--- config.mk ---
export PLATFORM = sky130hd
export DESIGN_NAME = mf3_out_fifo_flat
export DESIGN_NICKNAME = d
export VERILOG_FILES = /design/src/sv/mf3_pkg.sv /design/src/sv/mf3_res_if.sv /design/src/sv/mf3_out_fifo.sv /design/src/flat_wrapper.sv
export SDC_FILE = /design/constraint.sdc
export NUM_CORES = 1
export LEC_CHECK = 0
export ABC_AREA = 1
export BUFFER_PORTS_ARGS = -buffer_cell sky130_fd_sc_hd__buf_2
export CAP_MARGIN = 20
export CORE_MARGIN = 2
export CORE_UTILIZATION = 25
export DETAILED_ROUTE_END_ITERATION = 12
export PLACE_DENSITY_LB_ADDON = 0.15
export SLEW_MARGIN = 5
export SYNTH_ARGS = -nofsm -noshare
export SYNTH_HDL_FRONTEND = slang
export SYNTH_SLANG_ARGS = --single-unit
--- constraint.sdc ---
create_clock -name clk -period 6.25 [get_ports clk]
set_input_delay 0.9375 -clock clk [delete_from_list [all_inputs] [get_ports clk]]
set_output_delay 0.9375 -clock clk [all_outputs]
set_load 0.05 [all_outputs]
--- src/sv/mf3_pkg.sv ---
// ----------------------------------------------------------------------------
// mf3_pkg
// Shared sizes, types and compare helpers for the 3x3 median filter.
// ----------------------------------------------------------------------------
package mf3_pkg;

  localparam int MAX_WIDTH  = 256;
  localparam int MAX_HEIGHT = 256;
  localparam int COL_W      = $clog2(MAX_WIDTH);
  localparam int ROW_W      = $clog2(MAX_HEIGHT);
  localparam int PIX_W      = 8;
  localparam int POS_W      = 8;
  localparam int CFG_W      = 9;
  localparam int FIFO_DEPTH = 8;
  localparam int FIFO_AW    = $clog2(FIFO_DEPTH);
  localparam int CNT_W      = FIFO_AW + 1;

  typedef logic [PIX_W-1:0] pix_t;

  typedef enum logic {
    CFG_FRAME_WIDTH  = 1'b0,
    CFG_FRAME_HEIGHT = 1'b1
  } cfg_idx_t;

  typedef struct packed {
    logic [POS_W-1:0] center_col;
    logic [POS_W-1:0] center_row;
    logic             frame_last;
  } res_meta_t;

  typedef struct packed {
    pix_t      median;
    res_meta_t meta;
  } res_t;

  function automatic pix_t min2(pix_t a, pix_t b);
    return (a < b) ? a : b;
  endfunction

  function automatic pix_t max2(pix_t a, pix_t b);
    return (a < b) ? b : a;
  endfunction

  function automatic pix_t min3(pix_t a, pix_t b, pix_t c);
    return min2(min2(a, b), c);
  endfunction

  function automatic pix_t max3(pix_t a, pix_t b, pix_t c);
    return max2(max2(a, b), c);
  endfunction

  function automatic pix_t med3(pix_t a, pix_t b, pix_t c);
    return max2(min2(a, b), min2(max2(a, b), c));
  endfunction

  // last valid index of a dimension, size clamped to 3..hi
  function automatic logic [COL_W-1:0] last_idx(logic [CFG_W-1:0] v, logic [CFG_W-1:0] hi);
    logic [CFG_W-1:0] t;
    t = '0;
    if (v < CFG_W'(3)) begin
      t = CFG_W'(2);
    end else if (v > hi) begin
      t = hi - CFG_W'(1);
    end else begin
      t = v - CFG_W'(1);
    end
    return t[COL_W-1:0];
  endfunction

endpackage

--- src/sv/mf3_res_if.sv ---
// ----------------------------------------------------------------------------
// mf3_res_if
// Result channel: one beat carries one median and its window position.
// ----------------------------------------------------------------------------
interface mf3_res_if import mf3_pkg::*; ();
  logic             valid;
  logic             ready;
  pix_t             median;
  logic [POS_W-1:0] center_col;
  logic [POS_W-1:0] center_row;
  logic             frame_last;

  modport source (output valid, output median, output center_col, output center_row,
                  output frame_last, input ready);
  modport sink (input valid, input median, input center_col, input center_row,
                input frame_last, output ready);
endinterface

--- src/sv/mf3_out_fifo.sv ---
// ----------------------------------------------------------------------------
// mf3_out_fifo
// Result queue driving the output channel; absorbs back-pressure.
// ----------------------------------------------------------------------------
module mf3_out_fifo import mf3_pkg::*; (
  input  logic             clk,
  input  logic             rst_n,
  input  logic             push,
  input  res_t             push_data,
  output logic [CNT_W-1:0] count,
  mf3_res_if.source        res_o
);

  res_t               q_r [FIFO_DEPTH];
  logic [FIFO_AW-1:0] wr_r;
  logic [FIFO_AW-1:0] rd_r;
  logic [CNT_W-1:0]   cnt_r;
  logic [CNT_W-1:0]   cnt_nxt;
  logic               pop;
  res_t               head;

  assign pop = res_o.valid && res_o.ready;

  always_comb begin
    cnt_nxt = cnt_r;
    if (push && !pop) begin
      cnt_nxt = cnt_r + CNT_W'(1);
    end else if (pop && !push) begin
      cnt_nxt = cnt_r - CNT_W'(1);
    end
  end

  always_ff @(posedge clk) begin
    if (!rst_n) begin
      wr_r  <= '0;
      rd_r  <= '0;
      cnt_r <= '0;
    end else begin
      cnt_r <= cnt_nxt;
      if (push) begin
        wr_r <= wr_r + FIFO_AW'(1);
      end
      if (pop) begin
        rd_r <= rd_r + FIFO_AW'(1);
      end
    end
  end

  always_ff @(posedge clk) begin
    if (push) begin
      q_r[wr_r] <= push_data;
    end
  end

  assign head             = q_r[rd_r];
  assign count            = cnt_r;
  assign res_o.valid      = (cnt_r != '0);
  assign res_o.median     = head.median;
  assign res_o.center_col = head.meta.center_col;
  assign res_o.center_row = head.meta.center_row;
  assign res_o.frame_last = head.meta.frame_last;

endmodule

--- src/flat_wrapper.sv ---
// flat-port wrapper written by rule: the top's interface ports become plain ports
module mf3_out_fifo_flat import mf3_pkg::*;
  (clk, rst_n, push, push_data, count, res_o_valid, res_o_median, res_o_center_col, res_o_center_row, res_o_frame_last, res_o_ready);
  mf3_res_if res_o_i ();
  input  logic clk;
  input  logic rst_n;
  input  logic push;
  input  res_t push_data;
  output logic [CNT_W-1:0] count;
  output wire logic [$bits(res_o_i.valid)-1:0] res_o_valid;
  output wire logic [$bits(res_o_i.median)-1:0] res_o_median;
  output wire logic [$bits(res_o_i.center_col)-1:0] res_o_center_col;
  output wire logic [$bits(res_o_i.center_row)-1:0] res_o_center_row;
  output wire logic [$bits(res_o_i.frame_last)-1:0] res_o_frame_last;
  input wire logic [$bits(res_o_i.ready)-1:0] res_o_ready;
  assign res_o_valid = res_o_i.valid;
  assign res_o_median = res_o_i.median;
  assign res_o_center_col = res_o_i.center_col;
  assign res_o_center_row = res_o_i.center_row;
  assign res_o_frame_last = res_o_i.frame_last;
  assign res_o_i.ready = res_o_ready;
  mf3_out_fifo u_core (.clk(clk), .rst_n(rst_n), .push(push), .push_data(push_data), .count(count), .res_o(res_o_i));
endmodule
==> impl_metrics.tcl <==
set metrics [dict create \
    syn_nets 788 \
    antenna_found_initial 1 \
    clk_latency_ps 510 \
    fp.dieH_microns 189.6 \
    yosys.area.top_type_share_pct 69.76 \
    dp_hpwl_microns 11500 \
    setup_viol 0 \
    initial_core_util_pct 25.55 \
    timing.fmax_ghz 0.2474 \
    power_frac_seq_pct 41.0 \
    r2r-start "u_core.count[1]" \
    worst-setup-path-type "flop to output pin" \
    drive_gt1_share_pct 13.80 \
    final.setup.tns_ps 0 \
    core.rowCount 67 \
    fin_crit_sh_pct 64.66 \
    ys_seq_area_share_pct 72.78 \
    tightest_slew_ps 1100 \
    max_cap_violations 0 \
    port_buffers 58 \
    path_cells "inv_2 > buf_4 > o21ai_0 > nand2_1 > nand2_1 > nand2_1 > buf_2" \
    first_global_vias 5519 \
    place_area_sq_um 9387 \
    power_density_nw_per_um2 400.7 \
    rsz0062_at_grt "no" \
    outcome "finished, final reports clean" \
    routabilityCongestion 0.6827 \
    syn-cell-area_sq_um 8610 \
    htree_num_levels 1 \
    wirelength_microns 21670 \
    cp.required_ps 5310 \
    grt.total_usage_pct 12.07 \
    async_reset_ff_share_pct 0 \
    synthTopCellsByArea "edfxtp_1, nor2_1, nand2_1, o21ai_0, dfxtp_1" \
    grt_max_degree 57 \
    cts_tree "yes" \
    drt_iter0_drc 301 \
    die_x_microns 189.6 \
    synth_cell_type_count 20 \
    p_int_uw 2648 \
    yosys.cell_count.top_type "nor2_1" \
    cts_resized 0 \
    place_inst 1230 \
    path_clk_slew_ps 60 \
    synth_seq_cells 213 \
    grt_overflow_total 0 \
    slew_headroom_pct 26.48 \
    ant_nets 0 \
    final_area_sq_um 10140 \
    ir_drop_mv 0.2398 \
    hold_viol 0 \
    areaGrowthSynthToFinish_pct 17.83 \
    worst_ep_arrival_time_ps 3100 \
    critical_path_peak_fanout 54 \
    dieArea_sq_um 35940 \
    fin_crit_ps 4042 \
    synth_common_cells "nor2_1, edfxtp_1, nand2_1" \
    synth_area_per_cell_sq_um 11.43 \
    clock-root-buffer "clkbuf_16" \
    fin_nets 844 \
    synth_ff_type "edfxtp_1" \
    p_sw_uw 1417 \
    drc 0 \
    clock_skew_ps 6.031 \
    end_kind "output pin" \
    cts_max_path_buffers 3 \
    num_io_pins 59 \
    grt_pass1_wl_microns 33110 \
    power.share.clock_pct 32.4 \
    slowest_stage "inv_2" \
    netlist_instances 753 \
    holdCritPathClass "flop to flop" \
    layout.cells.non_filler 1274 \
    slew_viol_final 0 \
    hold_path_startpoint "u_core.rd_r[2]" \
    firstDrtPassIters 4 \
    pwr-share-comb_pct 26.6 \
    core_area_sq_um 33700 \
    antenna_cells 0 \
    cts_hold_buf 0 \
    p_sw_share_pct 34.86 \
    synth_edf_count 200 \
    cts.sinks 213 \
    numCtsBuffers 24 \
    leakage_uw 0.003686 \
    crit_path_frequent_cell "nand2_1" \
    yosys_warnings 0 \
    wl_per_cell_microns 17.01 \
    slowest_delay_ps 720 \
    vias 5409 \
    postCtsSetupBuffers 0 \
    vias_per_cell 4.246 \
    start_kind "flop" \
    yosys.area.top_type "edfxtp_1" \
]
sequential cells by signal (all words and copies together) (netlist names), named ones only:
name	cells
u_core.q_r	200
u_core.count	4
u_core.rd_r	3
u_core.wr_r	3
layer usage:
layer	global-route usage, %	vias up	share of wire, %
met5	0	-	0.060
met4	2.952	2	1.7
met3	1.900	30	3.6
met2	20.19	80	46
met1	16.42	2618	48
li1	-	2679	-
power groups by stage:
stage,Combinational (uW),Sequential (uW),Clock (uW)
after floorplan,828,1700,0
after global routing,1200,1670,1420
after global placement,1100,1700,0
after CTS,1100,1670,1360
final,1080,1670,1320
after detailed placement,1100,1700,0
kinds of logic after synthesis:
| logic type | synth area share, % |
|---|---|
| xor gates and xnor gates | 0.2035 |
| AOI/OAI and AO/OA | 6.569 |
| adders and majority gates | 0.9592 |
| DFF | 72.78 |
| and+or+nand+nor | 16.19 |
| buffers and inverters | 3.299 |
worst paths after layout:
path                endpoint  slack [ps]  cells past startpoint
max reg2reg  u_core.count[3]        4070                     11
min           u_core.rd_r[2]         490                      2
max          res_o_median[7]        2210                      7
min reg2reg   u_core.rd_r[2]         490                      2
cell type report:
class / count / area, sq um
fill: 3481 / 23560
sequential: 213 / 6271
multi-input combinational: 489 / 2120
clock buffer: 33 / 655.6
tap: 448 / 560.5
timing repair buffer: 67 / 410.4
clock inverter: 10 / 75.07
inverter: 14 / 52.55
cells in the final DEF (no fill, tap or decap), drive strengths merged:
cell type  netlist  final
a21oi            8      8
or2              2      2
clkbuf           7     33
xor2             2      2
dfxtp           13     13
buf             30     67
ha               5      5
edfxtp         200    200
nand2          144    144
o21ai          105    105
bufinv           0      1
nor2           216    216
nand3            6      6
clkinv           0      9
inv             14     14
fa               1      1
worst max-delay path, delay by kind of cell (launching register included):
kind	cells	cell delay [ps]
buffers and inverters	3	1560
flip-flops	1	500
AND/OR/NAND/NOR	3	320
AO/OA/AOI/OAI	1	180
metrics by stage:
step | hold slack (ps) | total power [uW] | util (%) | setup slack (ps)
4_1_cts | 495.2 | 4133 | 30.02 | 2101
3_5_place_dp | 483.0 | 2798 | 27.85 | 2660
3_3_place_gp | 476.2 | 2798 | 27.71 | 2683
5_1_grt | 520.5 | 4292 | 30.10 | 1933
2_1_floorplan | 457.4 | 2531 | - | 3471
6_report | 491.7 | 4065 | 30.10 | 2208
Power figures use the tool's default switching activity.
