[config.mk]
export PLATFORM = sky130hd
export DESIGN_NAME = mf3_median
export DESIGN_NICKNAME = d
export VERILOG_FILES = /design/src/sv/mf3_pkg.sv /design/src/sv/mf3_median.sv
export SDC_FILE = /design/constraint.sdc
export NUM_CORES = 1
export LEC_CHECK = 0
export ABC_AREA = 1
export BUFFER_PORTS_ARGS = -buffer_cell sky130_fd_sc_hd__buf_4
export CORE_MARGIN = 2
export CORE_UTILIZATION = 45
export CTS_CLUSTER_DIAMETER = 30
export DETAILED_ROUTE_END_ITERATION = 16
export GPL_ROUTABILITY_DRIVEN = 1
export PLACE_DENSITY = 0.67
export SLEW_MARGIN = 0
export SYNTH_ARGS = -nofsm -noshare
export SYNTH_HDL_FRONTEND = slang
export SYNTH_SLANG_ARGS = --single-unit
export TNS_END_PERCENT = 30
[constraint.sdc]
create_clock -name clk -period 7 [get_ports clk]
set_input_delay 0.7 -clock clk [delete_from_list [all_inputs] [get_ports clk]]
set_output_delay 0.7 -clock clk [all_outputs]
set_load 0.005 [all_outputs]
[src/sv/mf3_pkg.sv]
// ----------------------------------------------------------------------------
// mf3_pkg
// Shared sizes, types and compare helpers for the 3x3 median filter.
// ----------------------------------------------------------------------------
package mf3_pkg;

  localparam int MAX_WIDTH  = 256;
  localparam int MAX_HEIGHT = 256;
  localparam int COL_W      = $clog2(MAX_WIDTH);
  localparam int ROW_W      = $clog2(MAX_HEIGHT);
  localparam int PIX_W      = 8;
  localparam int POS_W      = 8;
  localparam int CFG_W      = 9;
  localparam int FIFO_DEPTH = 8;
  localparam int FIFO_AW    = $clog2(FIFO_DEPTH);
  localparam int CNT_W      = FIFO_AW + 1;

  typedef logic [PIX_W-1:0] pix_t;

  typedef enum logic {
    CFG_FRAME_WIDTH  = 1'b0,
    CFG_FRAME_HEIGHT = 1'b1
  } cfg_idx_t;

  typedef struct packed {
    logic [POS_W-1:0] center_col;
    logic [POS_W-1:0] center_row;
    logic             frame_last;
  } res_meta_t;

  typedef struct packed {
    pix_t      median;
    res_meta_t meta;
  } res_t;

  function automatic pix_t min2(pix_t a, pix_t b);
    return (a < b) ? a : b;
  endfunction

  function automatic pix_t max2(pix_t a, pix_t b);
    return (a < b) ? b : a;
  endfunction

  function automatic pix_t min3(pix_t a, pix_t b, pix_t c);
    return min2(min2(a, b), c);
  endfunction

  function automatic pix_t max3(pix_t a, pix_t b, pix_t c);
    return max2(max2(a, b), c);
  endfunction

  function automatic pix_t med3(pix_t a, pix_t b, pix_t c);
    return max2(min2(a, b), min2(max2(a, b), c));
  endfunction

  // last valid index of a dimension, size clamped to 3..hi
  function automatic logic [COL_W-1:0] last_idx(logic [CFG_W-1:0] v, logic [CFG_W-1:0] hi);
    logic [CFG_W-1:0] t;
    t = '0;
    if (v < CFG_W'(3)) begin
      t = CFG_W'(2);
    end else if (v > hi) begin
      t = hi - CFG_W'(1);
    end else begin
      t = v - CFG_W'(1);
    end
    return t[COL_W-1:0];
  endfunction

endpackage

[src/sv/mf3_median.sv]
// ----------------------------------------------------------------------------
// mf3_median
// Pipelined median of nine: row sort, column max/median/min, final median of three.
// ----------------------------------------------------------------------------
module mf3_median import mf3_pkg::*; (
  input  logic       clk,
  input  logic       rst_n,
  input  logic       win_vld,
  input  pix_t [8:0] win,
  input  res_meta_t  win_meta,
  output logic [1:0] pend,
  output logic       res_vld,
  output res_t       res
);

  logic       m1_vld_r;
  pix_t [2:0] lo_r, mid_r, hi_r;
  res_meta_t  m1_meta_r;

  logic       m2_vld_r;
  pix_t       v0_r, v1_r, v2_r;
  res_meta_t  m2_meta_r;

  always_ff @(posedge clk) begin
    if (!rst_n) begin
      m1_vld_r <= 1'b0;
      m2_vld_r <= 1'b0;
    end else begin
      m1_vld_r <= win_vld;
      m2_vld_r <= m1_vld_r;
    end
  end

  always_ff @(posedge clk) begin
    for (int r = 0; r < 3; r++) begin
      lo_r[r]  <= min3(win[3*r], win[3*r+1], win[3*r+2]);
      mid_r[r] <= med3(win[3*r], win[3*r+1], win[3*r+2]);
      hi_r[r]  <= max3(win[3*r], win[3*r+1], win[3*r+2]);
    end
    m1_meta_r <= win_meta;
    v0_r      <= max3(lo_r[0], lo_r[1], lo_r[2]);
    v1_r      <= med3(mid_r[0], mid_r[1], mid_r[2]);
    v2_r      <= min3(hi_r[0], hi_r[1], hi_r[2]);
    m2_meta_r <= m1_meta_r;
  end

  assign pend       = 2'(m1_vld_r) + 2'(m2_vld_r);
  assign res_vld    = m2_vld_r;
  assign res.median = med3(v0_r, v1_r, v2_r);
  assign res.meta   = m2_meta_r;

endmodule

==> impl_metrics.csv, run 1 <==
group,metric,value,unit
run_status,status,"completed",
worst_setup_path,reg2reg_slack,2.42,ns
die,die_h,149,um
synthesis,ys_types,23,
die,coreArea,20400,sq um
cts,cts_resized,0,
finish,fin_nets,1724,
grt,overflow,0,
synthesis,syn_inst,1371,
worst_setup_path,worst-r2r-cell-count,22,
die,rows,52,
place,hpwl,18500,um
cts,clock_path_buffers,2,
synthesis,synth_top_area_share,28.0,%
synthesis,yosysSeqAreaShare,28.0,%
synthesis,syn_nets,1618,
finish,multi_input_area,5830,sq um
cts,cts_buffers,17,
die,dieArea,22200,sq um
grt,grt_pass1_vias,7768,
grt,grtUsageTotal,20.8,%
timing,final-hold-violation-count,0,
worst_setup_path,worstSetupEndpointType,"output pin",
route,post_drt_wl_per_cell,12.8,um
worst_setup_path,required,6.30,ns
timing,min_period_over_period,80.9,%
cts,ctsHoldBuffers,0,
synthesis,netlist_area,9440,sq um
synthesis,postSynthAreaPerCell,6.88,sq um
cts,cts.clk_slew.worst_paths,0.06,ns
finish,seq_area,2640,sq um
timing,finalSetupViolCount,0,
worst_setup_path,crit_path_max_fanout,31,
synthesis,synth_area_leader_cell,"dfxtp_1",
worst_setup_path,r2r-start,"mid_r[13]",
synthesis,synthTopCellsByArea,"dfxtp_1, ha_1, nand2_1",
finish,layout-drive-gt1-share,13.5,%
synthesis,yosys-top-cells-count,"nand2_1, inv_1, ha_1, dfxtp_1, a21oi_1",
timing,fin_setup_tns,0,ns
place,io_buffer_count,119,
timing,fin_skew,0.00841,ns
timing,worstMarginPinSlew,1.02,ns
route,dr_total_vias,8653,
route,drc,0,
finish,final.fill_count,2074,
route,wl,22400,um
grt,grt_max_degree,32,
die,die_w,149,um
grt,antenna_found_initial,0,
cts,cts_setup_buffers,0,
finish,syn_to_final_growth,17.3,%
worst_setup_path,startpoint_type,"register",
timing,rsz0062_at_grt,"no",
synthesis,async_reset_ff_share,0,%
finish,fin_util,54.2,%
synthesis,synth.most_common_cell,"nand2_1",
route,firstDrtPassIters,6,
worst_setup_path,reg2reg_to,"v1_r[1]",
place,gp_congestion,0.842,
cts,root_buffer,"clkbuf_16",
finish,antennaDiodeCount,0,
cts,cts_tree,"done",
timing,fin_crit,5.66,ns
route,ant_nets,0,
job,maxCapViolCount,0,
synthesis,synth-seq-cells,132,
synthesis,synth-edff-count,0,
route,drt_iter0_markers,474,
worst_hold_path,hold_start,"m1_meta_r[14]",
worst_hold_path,hold_class,"register to register",
cts,clkLatencyLatePin,0.42,ns
die,io_pins,120,
synthesis,yosys_warnings,0,
worst_setup_path,path_class,"register to output pin",
cts,cts.sinks,132,
timing,slew_viol_final,0,
die,start_util,46.2,%
route,vias_per_cell,4.92,
worst_setup_path,critPathLaunch,"v0_r[7]",
worst_setup_path,critPathCapture,"res[18]",
timing,max_slew_margin,31.5,%
worst_setup_path,cp.arrival,4.96,ns
timing,fmax,177,MHz
cts,h-tree-depth,4,
synthesis,synth_flop_cell,"dfxtp_1",
grt,grt_pass1_wl,37200,um
## layout by cell type, fill, tap and decap left out
cell        instances
ha_1              155
clkinvlp_4          2
nand2_1           365
o211ai_1            3
nand2_4            10
nor2_1             96
nand2_2            24
clkbuf_16          17
inv_1             209
a21oi_1           114
o21ai_0           106
dfxtp_1           132
and2_1              7
nand3_1            69
o21ai_2             7
buf_4             119
a211oi_2            5
bufinv_16           1
o21a_1              6
inv_6               6
o211ai_2            4
nand4_1             5
o21ai_1            12
clkinv_4            2
inv_8               4
a211oi_1           10
## how the worst min path moves through the flow
| stage | to | slack, ns | depth (start not counted) |
|---|---|---|---|
| 6_report | res[14] | 0.32 | 0 |
| 5_1_grt | res[9] | 0.33 | 0 |
| 4_1_cts | res[14] | 0.33 | 0 |
| 3_5_place_dp | res[13] | 0.31 | 0 |
| 3_3_place_gp | res[2] | 0.31 | 0 |
| 2_1_floorplan | res[0] | 0.31 | 0 |
## per-layer routing
| metal | global-route usage [%] | vias up | part of all wire (%) |
|---|---|---|---|
| li1 | - | 4654 | - |
| met1 | 29.2 | 3817 | 50 |
| met2 | 33.4 | 157 | 45 |
| met3 | 2.91 | 25 | 3.7 |
| met4 | 5.81 | 0 | 1.8 |
| met5 | 0 | - | 0 |
## worst max-delay path, stage by stage (launching register included)
cell and delay, ns:
dfxtp_1 0.34, ha_1 0.31, nand2_1 0.07, inv_1 0.03, nor2_1 0.09, o21a_1 0.18
nand2_2 0.29, o21ai_0 0.34, ha_1 0.30, a21oi_1 0.14, nor2_1 0.05, a211oi_1 0.29
nand2_2 0.23, inv_1 0.12, nand2_1 0.05, o21ai_0 0.15, inv_1 0.08, ha_1 0.29
a21oi_1 0.13, nor2_1 0.06, a211oi_2 0.53, nand2_4 0.16, nand2_1 0.10, nand2_1 0.07
buf_4 0.14
## cell type report
cell class / count / share of cell area (%)
Multi-Input combinational cell: 998 / 52.6
Sequential cell: 132 / 23.9
Timing Repair Buffer: 119 / 8.07
Inverter: 209 / 7.08
Clock buffer: 17 / 3.84
Tap cell: 270 / 3.05
Clock inverter: 15 / 1.45
## cells by family after synthesis
group	Yosys count	synth area share, %
buffers and inverters	241	10.2
AOI/OAI and AO/OA	267	15.7
adders and majority gates	155	20.5
DFF	132	28.0
and+or+nand+nor	576	25.6
## registers in the layout, indices dropped and copies added (netlist names)
signal and count:
res 17, m1_vld_r 1, hi_r 24, v2_r 8, res_vld 1, mid_r 24
lo_r 24, v1_r 8, m1_meta_r 17, v0_r 8
## through the flow
stage / hold slack (ns) / cell area, sq um / setup slack [ns] / cells
finish: 0.324 / 11100 / 1.34 / 1760
global route: 0.332 / 11100 / 0.834 / 1760
CTS: 0.326 / 11100 / 1.33 / 1760
detailed placement: 0.312 / 10500 / 1.66 / 1728
global placement: 0.310 / 10500 / 1.73 / 1728
floorplan: 0.310 / 9440 / 2.44 / 1371
Power of run 1 is not shown: default switching activity piles up to over one toggle a cycle in this logic, so the estimate is an artifact.
==> inputs of run 2 (changes only) <==
--- a/config.mk
+++ b/config.mk
@@ -12,7 +12,7 @@
 export CTS_CLUSTER_DIAMETER = 30
 export DETAILED_ROUTE_END_ITERATION = 16
 export GPL_ROUTABILITY_DRIVEN = 1
-export PLACE_DENSITY = 0.67
+export PLACE_DENSITY = 0.69
 export SLEW_MARGIN = 0
 export SYNTH_ARGS = -nofsm -noshare
 export SYNTH_HDL_FRONTEND = slang
==> constraint.sdc (replaced) <==
create_clock -name clk -period 4.6 [get_ports clk]
set_input_delay 0.46 -clock clk [delete_from_list [all_inputs] [get_ports clk]]
set_output_delay 0.46 -clock clk [all_outputs]
set_load 0.005 [all_outputs]
==> run 2 against run 1 <==
Compared with the run above:
- flip-flop and latch count unchanged
- critical endpoint is now res[17]
- critical path type unchanged
- register-to-register slack got worse by 1.9 ns
- first-iteration DRC count shrank 4.4%
- via count rose by 2.5%
- setup slack got worse by 1.3 ns
- cell count is 2.1% higher
- non-clock buffer count is 36 higher
- count of clock-buffer cells in the layout up 3
==> impl_metrics.csv, run 2 (same netlist as run 1, synthesis figures left out) <==
group,metric,value,unit
run_status,status,"completed",
grt,grt_pass1_wl,37800,um
route,post_drt_wl_per_cell,13.0,um
finish,syn_to_final_growth,23.6,%
worst_setup_path,max_stage_delay,0.45,ns
die,rows,52,
worst_setup_path,worstSetupEndpointType,"output pin",
worst_hold_path,hold_class,"input port to register",
worst_setup_path,critPathBufInv,4,
worst_setup_path,path_delay_family,"compound AO/OA/AOI/OAI gates",
worst_setup_path,required,4.14,ns
route,vias_per_cell,4.94,
timing,finalSetupViolCount,0,
route,dr_total_vias,8872,
die,coreArea,20400,sq um
worst_setup_path,reg2reg_to,"v1_r[1]",
worst_setup_path,reg2reg_slack,0.49,ns
timing,rsz0062_at_grt,"yes",
timing,final-hold-violation-count,0,
finish,multi_input_area,6090,sq um
worst_setup_path,r2r-start,"mid_r[13]",
cts,cts.sinks,132,
finish,final.fill_count,1984,
timing,fmax,219,MHz
grt,overflow,0,
route,drt_iter0_markers,453,
worst_setup_path,cpMaxStageDelayCell,"dfxtp_1",
timing,setup_ws,0.0248,ns
finish,fin_nets,1761,
timing,slew_viol_final,0,
cts,clock_path_buffers,2,
cts,cts_tree,"done",
grt,grtUsageTotal,21.1,%
timing,worstMarginPinSlew,0.633,ns
cts,cts.clk_slew.worst_paths,0.06,ns
route,drc,0,
die,io_pins,120,
finish,largestRegisters,"hi_r x24, lo_r x24, mid_r x24",
die,start_util,46.2,%
timing,max_slew_margin,57.7,%
finish,final_common_cell,"nand2_1",
worst_hold_path,hold_start,"win_meta[16]",
worst_setup_path,crit_path_max_fanout,8,
die,die_h,149,um
grt,grt_max_degree,27,
place,gp_congestion,0.857,
timing,fin_skew,0.0109,ns
die,die_w,149,um
finish,final_cell_mix,"nand2_1, inv_1, buf_4",
worst_setup_path,cp_cell_sequence,"ha_4 -> a21oi_2 -> o21a_4 -> nand2_4 -> nand2_2 -> o21ai_2 -> ha_1 -> nand2_2 -> nor2_2 -> a211oi_2 -> nand2_4 -> inv_4 -> nand2_4 -> o21ai_4 -> inv_2 -> ha_4 -> a21oi_2 -> nor2_1 -> a211oi_2 -> buf_4 -> nand2_8 -> nand2_2 -> nand2_2 -> buf_4",
worst_setup_path,cp.arrival,4.12,ns
job,maxCapViolCount,0,
place,hpwl,18900,um
place,pre_cts_ws,0.152,ns
worst_setup_path,path_class,"register to output pin",
worst_setup_path,worst-r2r-cell-count,23,
worst_setup_path,critical_path.most_common_cell,"nand2_2",
cts,clkLatencyLatePin,0.42,ns
cts,h-tree-depth,4,
worst_setup_path,cp_num_cells,24,
place,io_buffer_count,119,
route,wl,23400,um
die,dieArea,22200,sq um
finish,seq_area,2650,sq um
route,firstDrtPassIters,5,
timing,min_period_over_period,99.5,%
grt,antenna_found_initial,0,
finish,layout-drive-gt1-share,19.1,%
worst_hold_path,hold_path_end,"m1_meta_r[16]",
worst_setup_path,startpoint_type,"register",
timing,fin_crit,4.58,ns
worst_hold_path,hold_depth,1,
cts,cts_buffers,17,
cts,root_buffer,"clkbuf_16",
finish,antennaDiodeCount,0,
grt,grt_pass1_vias,8126,
route,ant_nets,0,
==> run 2: cell count changes in the layout (fill, tap and decap cells not counted), moves of 10 or more <==
| cell | previous run | this run |
|---|---|---|
| nand2_1 | 365 | 349 |
| buf_4 | 119 | 150 |
| nand2_2 | 24 | 37 |
| ha_1 | 155 | 145 |
| o21ai_0 | 106 | 91 |
==> run 2: repair_timing <==
action                     CTS  global route
hold buffers                 0             0
pin swaps                    3            22
setup endpoints to repair    8             9
buffers inserted             4             4
resized for setup           14            74
cloned                       1             2
==> run 2: final cells by class <==
cell class,count,share of cell area [%]
multi-input combinational,999,52.2
sequential,132,22.7
timing repair buffer,155,10.3
inverter,209,6.77
clock buffer,20,3.83
tap,270,2.90
clock inverter,12,1.24
==> run 2: how the worst max path moves through the flow <==
stage / slack (ns) / to / startpoint
after CTS: 0.02 / res[17] / v1_r[7]
final: 0.02 / res[17] / v0_r[5]
after global routing: -0.14 / res[17] / v0_r[5]
after detailed placement: 0.15 / res[17] / v1_r[7]
after global placement: 0.25 / res[17] / v1_r[5]
after floorplan: 0.28 / res[17] / v1_r[7]
==> run 2: routing by layer <==
| metal | vias to the layer above | share of wire (%) | global-route usage, % |
|---|---|---|---|
| li1 | 4724 | - | - |
| met1 | 3947 | 47 | 28.6 |
| met2 | 177 | 48 | 34.8 |
| met3 | 24 | 4.0 | 3.58 |
| met4 | 0 | 1.1 | 5.52 |
| met5 | - | 0 | 0 |
==> run 2: metrics by stage <==
stage	hold WS (ns)	cell area (sq um)	utilization, %	instances	TNS, ns
global placement	0.310	10700	52.4	1754	0
global route	0.111	11700	57.1	1797	-1.05
floorplan	0.310	9440	-	1371	0
finish	0.136	11700	57.1	1797	0
detailed placement	0.312	10700	52.4	1754	0
CTS	0.120	11300	55.5	1791	0
Power of run 2 is left out for the same reason.
==> inputs of run 3 (changes only) <==
--- a/config.mk
+++ b/config.mk
@@ -8,11 +8,12 @@
 export ABC_AREA = 1
 export BUFFER_PORTS_ARGS = -buffer_cell sky130_fd_sc_hd__buf_4
 export CORE_MARGIN = 2
-export CORE_UTILIZATION = 45
+export CORE_UTILIZATION = 44
 export CTS_CLUSTER_DIAMETER = 30
 export DETAILED_ROUTE_END_ITERATION = 16
 export GPL_ROUTABILITY_DRIVEN = 1
-export PLACE_DENSITY = 0.69
+export PLACE_DENSITY = 0.68
+export SKIP_CTS_REPAIR_TIMING = 1
 export SLEW_MARGIN = 0
 export SYNTH_ARGS = -nofsm -noshare
 export SYNTH_HDL_FRONTEND = slang
==> run 3 against run 2 <==
Compared with the run above:
- final area increased by 0.44%
- non-clock buffer count increased by 3
- via count increased by 0.34%
- first-iteration DRC count decreased by 1.3%
- register-to-register slack got worse by 0.03 ns
- wire length decreased by 0.40%
- clock skew decreased by 0.00083 ns
- utilization decreased by 1.4 points
- fmax increased by 0.43%
- largest cell class unchanged
==> impl_metrics.csv, run 3 (same netlist as run 1, synthesis figures left out) <==
group,metric,value,unit
run_status,status,"completed",
timing,max_slew_margin,55.3,%
die,start_util,44.9,%
job,maxCapViolCount,0,
die,die_h,150,um
grt,grt_pass1_vias,7965,
place,io_buffer_count,119,
die,coreArea,21000,sq um
grt,grt_max_degree,23,
worst_hold_path,hold_class,"input port to register",
finish,syn_to_final_growth,24.2,%
die,io_pins,120,
route,post_drt_wl_per_cell,12.9,um
grt,grt_most_used_layer,"met2",
finish,fin_nets,1764,
timing,slew_viol_final,0,
place,hpwl,18800,um
cts,cts.clk_slew.worst_paths,0.06,ns
grt,grtUsageMet2,34.2,%
route,vias_per_cell,4.93,
timing,rsz0062_at_grt,"yes",
cts,root_buffer,"clkbuf_16",
route,wl,23300,um
worst_setup_path,path_class,"register to output pin",
timing,fin_crit,4.56,ns
route,drt_iter0_markers,447,
die,rows,53,
worst_setup_path,cp.arrival,4.10,ns
worst_setup_path,startpoint_type,"register",
place,pre_cts_ws,0.159,ns
grt,antenna_found_initial,0,
cts,clkLatencyLatePin,0.42,ns
timing,final-hold-violation-count,0,
grt,grt_use_met3,3.42,%
finish,largestRegisters,"hi_r x24, lo_r x24, mid_r x24",
timing,finalSetupViolCount,0,
finish,layout-drive-gt1-share,19.2,%
cts,cts_buffers,17,
cts,h-tree-depth,4,
route,dr_total_vias,8902,
die,die_w,150,um
place,gp_congestion,0.878,
cts,cts_tree,"done",
worst_hold_path,hold_depth,1,
die,dieArea,22600,sq um
finish,final_cell_mix,"nand2_1, inv_1, buf_4",
timing,setup_ws,0.0444,ns
cts,clock_path_buffers,2,
worst_setup_path,worstSetupEndpointType,"output pin",
grt,use_met1,27.2,%
worst_setup_path,required,4.14,ns
timing,fmax,220,MHz
grt,grt_pass1_wl,37000,um
finish,antennaDiodeCount,0,
route,ant_nets,0,
timing,worstMarginPinSlew,0.668,ns
grt,grtUsageTotal,20.4,%
route,drc,0,
worst_setup_path,crit_path_max_fanout,8,
route,firstDrtPassIters,5,
cts,cts.sinks,132,
finish,final_common_cell,"nand2_1",
worst_setup_path,worst-r2r-cell-count,23,
timing,min_period_over_period,99.0,%
timing,fin_skew,0.0101,ns
grt,overflow,0,
## run 3: metrics by stage
| stage | setup TNS, ns | utilization (%) | instances | hold WS [ns] | instance area, sq um |
|---|---|---|---|---|---|
| 3_5_place_dp | 0 | 50.9 | 1759 | 0.312 | 10700 |
| 2_1_floorplan | 0 | - | 1371 | 0.310 | 9440 |
| 6_report | 0 | 55.7 | 1805 | 0.135 | 11700 |
| 5_1_grt | -1.12 | 55.7 | 1805 | 0.109 | 11700 |
| 4_1_cts | -1.93 | 53.8 | 1791 | 0.117 | 11300 |
| 3_3_place_gp | 0 | 50.9 | 1759 | 0.310 | 10700 |
## run 3: critical path, stage by stage (launching register included)
cell and delay [ns]:
dfxtp_4 0.36, ha_4 0.24, nand2_1 0.08, inv_1 0.06
nor2_1 0.11, o21a_4 0.20, nand2_8 0.11, o21ai_4 0.19
ha_4 0.23, a21oi_2 0.12, nor2_1 0.06, a211oi_2 0.31
nand2_4 0.14, inv_2 0.09, nand2_1 0.06, o21ai_2 0.08
inv_2 0.07, ha_4 0.21, a21oi_2 0.12, nor2_1 0.07
a211oi_2 0.22, buf_4 0.20, nand2_8 0.08, nand2_1 0.07
nand2_1 0.05, buf_4 0.13
## run 3: layout make-up
type,instances,area [sq um]
repair buffers,158,1220
clock inverters,15,186
multi-input cells,999,6110
inverters,209,785
clock buffers,17,425
fillers,1967,9300
flip-flops and latches,132,2650
well taps,275,344
## run 3: metal layers
layer,vias to the layer above,part of all wire (%)
met5,-,0
met1,3954,47
met4,0,1.7
li1,4746,-
met2,174,47
met3,28,3.8
## run 3: path summary, 6_finish.rpt
kind	slack [ns]	endpoint	start
worst max-delay path	0.04	res[24]	v0_r[7]
worst max register to register	0.46	v1_r[1]	mid_r[13]
worst min-delay path	0.13	m1_meta_r[8]	win_meta[8]
worst min register to register	0.32	res[6]	m1_meta_r[6]
Power of run 3 is left out for the same reason.
